[src/hdl/brlw_pkg.sv]
`timescale 1ns / 1ps
// Shared types and constants for the bounded-range longest window block.
// No dependencies.
package brlw_pkg;

  localparam int unsigned DEPTH_DEF = 1024;
  localparam int unsigned SAMPLE_W  = 32;
  localparam int unsigned LIMIT_W   = 32;
  localparam int unsigned LEN_W     = 11;

  typedef struct packed {
    logic signed [SAMPLE_W-1:0] sample;
    logic                       restart;
  } brlw_in_t;

  typedef struct packed {
    logic [LEN_W-1:0] window_length;
    logic [LEN_W-1:0] best_length;
    logic             window_capped;
  } brlw_out_t;

  typedef enum logic [2:0] {
    DQ_NONE,
    DQ_CLEAR,
    DQ_POP_FRONT,
    DQ_POP_BACK,
    DQ_PUSH
  } dq_op_e;

  typedef struct packed {
    logic start;
    logic cap;
    logic trim;
    logic push;
    logic shrink;
    logic finish;
  } brlw_cmd_t;

  typedef struct packed {
    logic cap_need;
    logic trim_need;
    logic pop_need;
    logic over_limit;
  } brlw_stat_t;

endpackage

[src/hdl/brlw_ctrl.sv]
`timescale 1ns / 1ps
// Controller: sequences cap, trim, push and shrink phases for one item at a
// time and owns the result valid flag. Uses brlw_pkg.
module brlw_ctrl import brlw_pkg::*; (
  input  logic       clk_i,
  input  logic       rst_ni,
  input  logic       in_valid_i,
  output logic       in_ready_o,
  output logic       out_valid_o,
  input  logic       out_ready_i,
  input  brlw_stat_t stat_i,
  output brlw_cmd_t  cmd_o
);

  typedef enum logic [2:0] {
    S_IDLE,
    S_CAP,
    S_TRIM,
    S_PUSH,
    S_SHRINK,
    S_DONE
  } state_e;

  state_e state_q;
  logic   out_valid_q;
  logic   out_free;

  assign out_free   = !out_valid_q || out_ready_i;
  assign in_ready_o = (state_q == S_IDLE);

  always_comb begin
    cmd_o        = '0;
    cmd_o.start  = (state_q == S_IDLE) && in_valid_i;
    cmd_o.cap    = (state_q == S_CAP) && stat_i.cap_need;
    cmd_o.trim   = (state_q == S_TRIM);
    cmd_o.push   = (state_q == S_PUSH);
    cmd_o.shrink = (state_q == S_SHRINK);
    cmd_o.finish = (state_q == S_DONE) && out_free;
  end

  always_ff @(posedge clk_i or negedge rst_ni) begin
    if (!rst_ni) begin
      state_q     <= S_IDLE;
      out_valid_q <= 1'b0;
    end else begin
      if (cmd_o.finish) begin
        out_valid_q <= 1'b1;
      end else if (out_ready_i) begin
        out_valid_q <= 1'b0;
      end
      case (state_q)
        S_IDLE: begin
          if (in_valid_i) state_q <= S_CAP;
        end
        S_CAP: begin
          state_q <= stat_i.cap_need ? S_TRIM : S_PUSH;
        end
        S_TRIM: begin
          if (!stat_i.trim_need) state_q <= S_PUSH;
        end
        S_PUSH: begin
          if (!stat_i.pop_need) state_q <= S_SHRINK;
        end
        S_SHRINK: begin
          if (!stat_i.trim_need && !stat_i.over_limit) state_q <= S_DONE;
        end
        S_DONE: begin
          if (out_free) state_q <= S_IDLE;
        end
        default: begin
          state_q <= S_IDLE;
        end
      endcase
    end
  end

  assign out_valid_o = out_valid_q;

endmodule

[config.mk]
export PLATFORM = sky130hd
export DESIGN_NAME = brlw_ctrl
export DESIGN_NICKNAME = d
export VERILOG_FILES = /design/src/hdl/brlw_pkg.sv /design/src/hdl/brlw_ctrl.sv
export SDC_FILE = /design/constraint.sdc
export NUM_CORES = 1
export LEC_CHECK = 0
export ABC_AREA = 1
export BUFFER_PORTS_ARGS = -buffer_cell sky130_fd_sc_hd__buf_4
export CAP_MARGIN = 20
export CORE_AREA = 4 4 41 43
export CTS_CLUSTER_SIZE = 24
export DETAILED_ROUTE_END_ITERATION = 16
export DIE_AREA = 0 0 45 47
export PLACE_DENSITY = 0.51
export REMOVE_ABC_BUFFERS = 1
export SLEW_MARGIN = 20
export SYNTH_ARGS = -nofsm -noshare
export SYNTH_HDL_FRONTEND = slang
export SYNTH_SLANG_ARGS = --single-unit
[constraint.sdc]
create_clock -name clk_i -period 3 [get_ports clk_i]
set_input_delay 0.3 -clock clk_i [delete_from_list [all_inputs] [get_ports clk_i]]
set_output_delay 0.3 -clock clk_i [all_outputs]
set_load 0.02 [all_outputs]
==> out/qor.yml, run 1 <==
status: "finished clean"
grt_pass1_wl_um: 1280
worst_setup_path_start_kind: "flop"
clockRootBuffer: "clkbuf_4"
clk_latency_ns: 0.24
core-area_um2: 1300
hp-class: "input pin to flop"
n_antenna_cell: 0
timing.final.hold_violations: 0
ctsHtreeMaxLevel: 1
layout_common_cells: "buf_4, nand2_1, inv_1"
syn_inst: 53
ys_ff_latch: 4
die_h_um: 47
cp.required_ns: 2.70
final_cells: 86
dp_hpwl_um: 672
cts_buffers: 3
worst_pin_slew_ns: 0.337
worst-endpoint-arrival_ns: 1.29
synth_largest_area_cell: "dfrtp_1"
grt_overflow_total: 0
final_common_cell: "buf_4"
clock_sinks: 4
p_clk_share_pct: 14.2
seqPwrFrac_pct: 24.1
rsz0062_at_grt: "false"
ys_seq_area_share_pct: 29.1
drt_iter0_markers: 3
power_density_nw_per_um2: 948
cts_tree: "yes"
p_comb_share_pct: 61.7
netlist.area_leader.share_pct: 29.1
timing.fmax_mhz: 627
io_buffer_count: 15
vdd_drop_max_mv: 0.501
switching_power_mw: 0.230
place_congestion: 0.839
placed_cell_area_um2: 464
fin_area_um2: 497
setup_viol: 0
fin_hold_ws_ns: 0.270
relSlewSlack_pct: 77.5
worstPathMaxFanout: 6
vias_per_cell: 4.34
swShare_pct: 48.9
grtUsageTotal_pct: 8.64
initial_core_util_pct: 26.4
clockBufferDepth: 2
drcViolationCount: 0
drive_gt1_share_pct: 39.4
synthTopCellsByArea: "dfrtp_1, nand2_1, inv_1"
final-max-slew-violation-count: 0
antenna_found_initial: 0
yosysUniqueCellTypes: 18
max-cap-violations: 0
crit_type: "flop to output port"
area_growth_pct: 44.4
finalWirelength_um: 844
wl_per_cell_um: 9.81
grt_max_degree: 9
critPathCaptureType: "output port"
leakagePower_nw: 0.307
num_vias: 373
grt_pass1_vias: 335
post_cts_resized: 0
row_count: 13
die_x_um: 45
ant_nets: 0
synth_area_um2: 344
clk_pin_slew_ns: 0.04
yosys_warnings: 0
dieArea_um2: 2120
dp_cells: 82
min_period_ns: 1.59
first_pass_iters: 3
fin_crit_sh_pct: 53.1
fillers: 149
setup-tns-final_ns: 0
finalClockSkew_ns: 0.00151
nets: 81
io_pins: 16
p_int_mw: 0.241
syn_area_per_cell_um2: 6.49
## critical path: stages (launching register included)
cell and delay (ns):
dfrtp_1 0.44, nor2_2 0.21, inv_1 0.08, nor3_1 0.15, buf_4 0.17
## per-stage QoR
stage / utilization, % / power [mW] / setup slack (ns)
after floorplan: - / 0.310 / 1.56
after global placement: 35.7 / 0.407 / 1.69
after detailed placement: 35.7 / 0.405 / 1.66
after CTS: 38.2 / 0.476 / 1.39
after global routing: 38.2 / 0.512 / 1.31
final: 38.2 / 0.471 / 1.41
## power by group through the flow
stage	sequential, mW	clock, mW	combinational, mW
6_report	0.113	0.0670	0.291
5_1_grt	0.118	0.0728	0.321
4_1_cts	0.113	0.0687	0.294
3_5_place_dp	0.113	0	0.292
3_3_place_gp	0.113	0	0.294
2_1_floorplan	0.113	0	0.197
## final timing paths
kind                                  start     endpoint  slack (ns)  depth (start not counted)
worst max register to register   state_q[2]   state_q[0]        1.76                          8
worst max-delay path             state_q[1]     cmd_o[5]        1.41                          4
min in group asynchronous            rst_ni   state_q[0]        0.40                          2
worst min-delay path            out_ready_i  out_valid_o        0.27                          2
max in group asynchronous            rst_ni  out_valid_o        2.50                          2
worst min register to register  out_valid_o  out_valid_o        0.54                          2
## layout make-up
type	instances	area, µm²	area share, %
repair buffers	16	123	24.7
flip-flops and latches	4	100	20.2
inverters	12	45.0	9.07
well taps	15	18.8	3.78
clock buffers	3	22.5	4.53
multi-input cells	36	188	37.8
## routing by layer
metal / vias up / track usage [%] / wire length (µm)
met5: - / 0 / 0
met4: 0 / 9.36 / 46
met3: 4 / 1.15 / 70
met2: 15 / 12.7 / 363
met1: 157 / 10.3 / 363
li1: 197 / - / -
## cell usage after synthesis
library cell   n
and2_2         1
nand2_1       13
o21bai_1       1
buf_6          1
nor3_1         1
dfrtp_1        4
and2_1         1
o21ai_0        1
nand2_2        1
nor3_2         1
nand4_1        1
inv_2          2
nor2_1         6
a21oi_1        1
nand3_2        3
nor2_2         2
inv_1         10
nand3_1        3
## registers in the layout, summed over array words and instances, names as in the netlist
signal	flops
out_valid_o	1
state_q	3
## cells by family (layout without fill, tap and decap cells)
kind of cell           count (synthesis)  in the layout  share of synthesized area (%)
AOI/OAI and AO/OA                      3              3                           5.09
buffers and inverters                 13             31                           16.4
DFF                                    4              4                           29.1
and+or+nand+nor                       33             33                           49.5
## what timing repair did
item | 4_1_cts | 5_1_grt
setup endpoints to repair | 0 | 0
hold buffers | 1 | 0
endpoints found under the hold margin | 4 | 0
buffers inserted | 0 | 0
No activity file was read; power rests on OpenSTA's default activity.
==> run 2: changes to the inputs <==
--- a/config.mk
+++ b/config.mk
@@ -5,14 +5,14 @@
 export SDC_FILE = /design/constraint.sdc
 export NUM_CORES = 1
 export LEC_CHECK = 0
-export ABC_AREA = 1
+export ABC_AREA = 0
 export BUFFER_PORTS_ARGS = -buffer_cell sky130_fd_sc_hd__buf_4
 export CAP_MARGIN = 20
 export CORE_AREA = 4 4 41 43
 export CTS_CLUSTER_SIZE = 24
 export DETAILED_ROUTE_END_ITERATION = 16
 export DIE_AREA = 0 0 45 47
-export PLACE_DENSITY = 0.51
+export PLACE_DENSITY = 0.47
 export REMOVE_ABC_BUFFERS = 1
 export SLEW_MARGIN = 20
 export SYNTH_ARGS = -nofsm -noshare
==> constraint.sdc (replaced) <==
create_clock -name clk_i -period 1.3 [get_ports clk_i]
set_input_delay 0.13 -clock clk_i [delete_from_list [all_inputs] [get_ports clk_i]]
set_output_delay 0.13 -clock clk_i [all_outputs]
set_load 0.02 [all_outputs]
==> run 2 against run 1 <==
Net effect: synthesized cell count decreased by 38%; cell area increased by 6.8%; first-iteration DRC count increased by 67%; power increased to 2.8 times the previous value; clock-buffer cell count unchanged; critical path type unchanged; largest cell class unchanged.
==> out/qor.yml, run 2 <==
status: "finished clean"
final_cells: 70  # -19%
p_clk_share_pct: 11.7  # -2.5 points
synth_largest_area_cell: "dfrtp_1"
syn_inst: 33  # -38%
p_comb_share_pct: 65.3  # +3.6 points
dp_slack_ns: 0.0685  # -1.59 ns
synth_mux_area_share_pct: 0  # unchanged
ctsHtreeMaxLevel: 1  # unchanged
synth_area_um2: 272  # -21%
worst_pin_slew_ns: 0.220  # -0.117 ns
die_x_um: 45  # unchanged
worst_setup_path_start_kind: "flop"
clockRootBuffer: "clkbuf_4"
wl_per_cell_um: 11.4  # +16%
yosys_warnings: 0  # unchanged
seqPwrFrac_pct: 23.1  # -1.0 points
core-area_um2: 1300  # unchanged
cts_tree: "yes"
min_period_ns: 1.29
row_count: 13  # unchanged
final-max-slew-violation-count: 0  # unchanged
setup_viol: 0  # unchanged
hp-class: "input pin to flop"
clockBufferDepth: 2  # unchanged
cts_buffers: 3  # unchanged
fin_ws_ns: 0.00556  # -1.40 ns
synth_compound_area_share_pct: 16.6  # +11 points
ys_seq_area_share_pct: 36.9  # +7.8 points
finalClockSkew_ns: 0.00618  # +0.00466 ns
timing.fmax_mhz: 773
area_growth_pct: 95.4
synth_top_family_by_area: "simple AND/OR/NAND/NOR gates"
switching_power_mw: 0.545  # +140%
vdd_drop_max_mv: 1.26  # +150%
grt_pass1_wl_um: 1270  # -0.55%
synthTopCellsByArea: "dfrtp_1, and2_1, nor2b_1"
num_vias: 321  # -14%
cp.required_ns: 1.17  # -1.53 ns
place_congestion: 0.666  # -21%
drt_iter0_markers: 5  # +2
syn_area_per_cell_um2: 8.23  # +27%
grt_pass1_vias: 309  # -7.8%
fin_crit_sh_pct: 99.6
max-cap-violations: 0  # unchanged
grtUsageTotal_pct: 8.72  # +0.086 points
yosysUniqueCellTypes: 18  # unchanged
ys_top_cells_by_count: "and2_1, dfrtp_1, nor2_1, nor2b_1"
drive_gt1_share_pct: 63.6  # +24 points
dp_cells: 62  # -24%
yosysMostFrequentCell: "and2_1"
clk_pin_slew_ns: 0.04  # about the same
ys_ff_latch: 4  # unchanged
drcViolationCount: 0  # unchanged
synthArstFlopShare_pct: 100  # unchanged
timing.final.hold_violations: 0  # unchanged
vias_per_cell: 4.59  # +5.7%
critPathCaptureType: "output port"
nets: 65  # -20%
grt_overflow_total: 0  # unchanged
n_antenna_cell: 0  # unchanged
p_int_mw: 0.780  # +220%
fillers: 148  # -0.67%
power_density_nw_per_um2: 2500  # +160%
worst-endpoint-arrival_ns: 1.16  # -0.13 ns
worstPathMaxFanout: 7  # +1
clock_sinks: 4  # unchanged
relSlewSlack_pct: 85.3  # +7.7 points
swShare_pct: 41.1  # -7.7 points
dp_hpwl_um: 548  # -18%
synth_edf_count: 0  # unchanged
synthAdderAreaFrac_pct: 0  # unchanged
ant_nets: 0  # unchanged
io_buffer_count: 15  # unchanged
synth_xor_area_share_pct: 0  # unchanged
synthSimpleGateAreaFrac_pct: 39.2  # -10 points
leakagePower_nw: 0.252  # -18%
crit_type: "flop to output port"
rsz0062_at_grt: "true"
regMostFlops: "state_q"
die_h_um: 47  # unchanged
finalWirelength_um: 799  # -5.3%
grt_max_degree: 8  # -1
antenna_found_initial: 0  # unchanged
dieArea_um2: 2120  # unchanged
io_pins: 16  # unchanged
largest_reg_flops: 3  # unchanged
final_common_cell: "buf_4"
netlist.area_leader.share_pct: 36.9  # +7.8 points
layout_common_cells: "buf_4, buf_6, and2_1, clkbuf_4, dfrtp_2"
clk_latency_ns: 0.24  # about the same
initial_core_util_pct: 20.9  # -5.6 points
first_pass_iters: 3  # unchanged
synthFlopType: "dfrtp_1"
## run 2: changes by cell type in the layout (fill, tap and decap cells not counted), moves of 4 or more
cell,change
inv_1,-9
nor2_1,-4
buf_6,+6
nand2_1,-11
## run 2: power groups by stage
stage               Combinational [mW]  Sequential [mW]  Clock, mW
floorplan                        0.338            0.276          0
global placement                 0.607            0.284          0
detailed placement               0.595            0.285          0
CTS                              0.727            0.297      0.158
global route                     0.934            0.323      0.166
finish                           0.865            0.306      0.155
## run 2: timing repair
item | 4_1_cts | 5_1_grt
gates resized for setup | 13 | 6
hold buffers | 1 | 0
setup buffers | 2 | 2
setup endpoints to repair | 5 | 6
endpoints found under the hold margin | 4 | 0
pin swaps | 0 | 2
## run 2: critical path: stages, from the launching register on
cell	delay (ns)
dfrtp_2	0.45
nor3_2	0.20
and2_1	0.17
buf_6	0.12
## run 2: layout make-up
| type | count | area (µm²) | share of cell area (%) |
|---|---|---|---|
| Multi-Input combinational cell | 25 | 191 | 36.1 |
| Timing Repair Buffer | 22 | 190 | 35.8 |
| Sequential cell | 4 | 104 | 19.6 |
| Clock buffer | 3 | 22.5 | 4.25 |
| Tap cell | 15 | 18.8 | 3.54 |
| Inverter | 1 | 3.75 | 0.708 |
## run 2: cells by family after synthesis
family,after synthesis
AND/OR/NAND/NOR,19
AO/OA/AOI/OAI,6
buffers and inverters,4
flip-flops,4
## run 2: routing by layer
layer  vias up  global-route usage (%)  routed length [µm]
met2        15                    11.9                 367
met3         4                    3.45                  49
met5         -                       0                   0
met1       143                    10.8                 350
met4         0                    7.02                  31
li1        159                       -                   -
## run 2: final timing paths
check	to	start	slack, ns	depth (start not counted)
setup / recovery	cmd_o[5]	state_q[0]	0.006	3
hold / removal	state_q[2]	stat_i[1]	0.11	2
setup reg to reg	state_q[0]	state_q[2]	0.05	4
hold reg to reg	out_valid_o	out_valid_o	0.53	2
max in group asynchronous	state_q[0]	rst_ni	0.96	2
min in group asynchronous	state_q[2]	rst_ni	0.22	2
## run 2: stage by stage
step / total power, mW / area (µm²) / util, % / hold slack (ns) / TNS (ns)
finish: 1.33 / 531 / 40.8 / 0.110 / 0
global route: 1.42 / 531 / 40.8 / 0.108 / -0.284
CTS: 1.18 / 489 / 37.6 / 0.109 / -0.0466
detailed placement: 0.880 / 402 / 30.9 / -0.0699 / 0
floorplan: 0.613 / 255 / - / -0.166 / -0.142
global placement: 0.891 / 402 / 30.9 / -0.0689 / 0
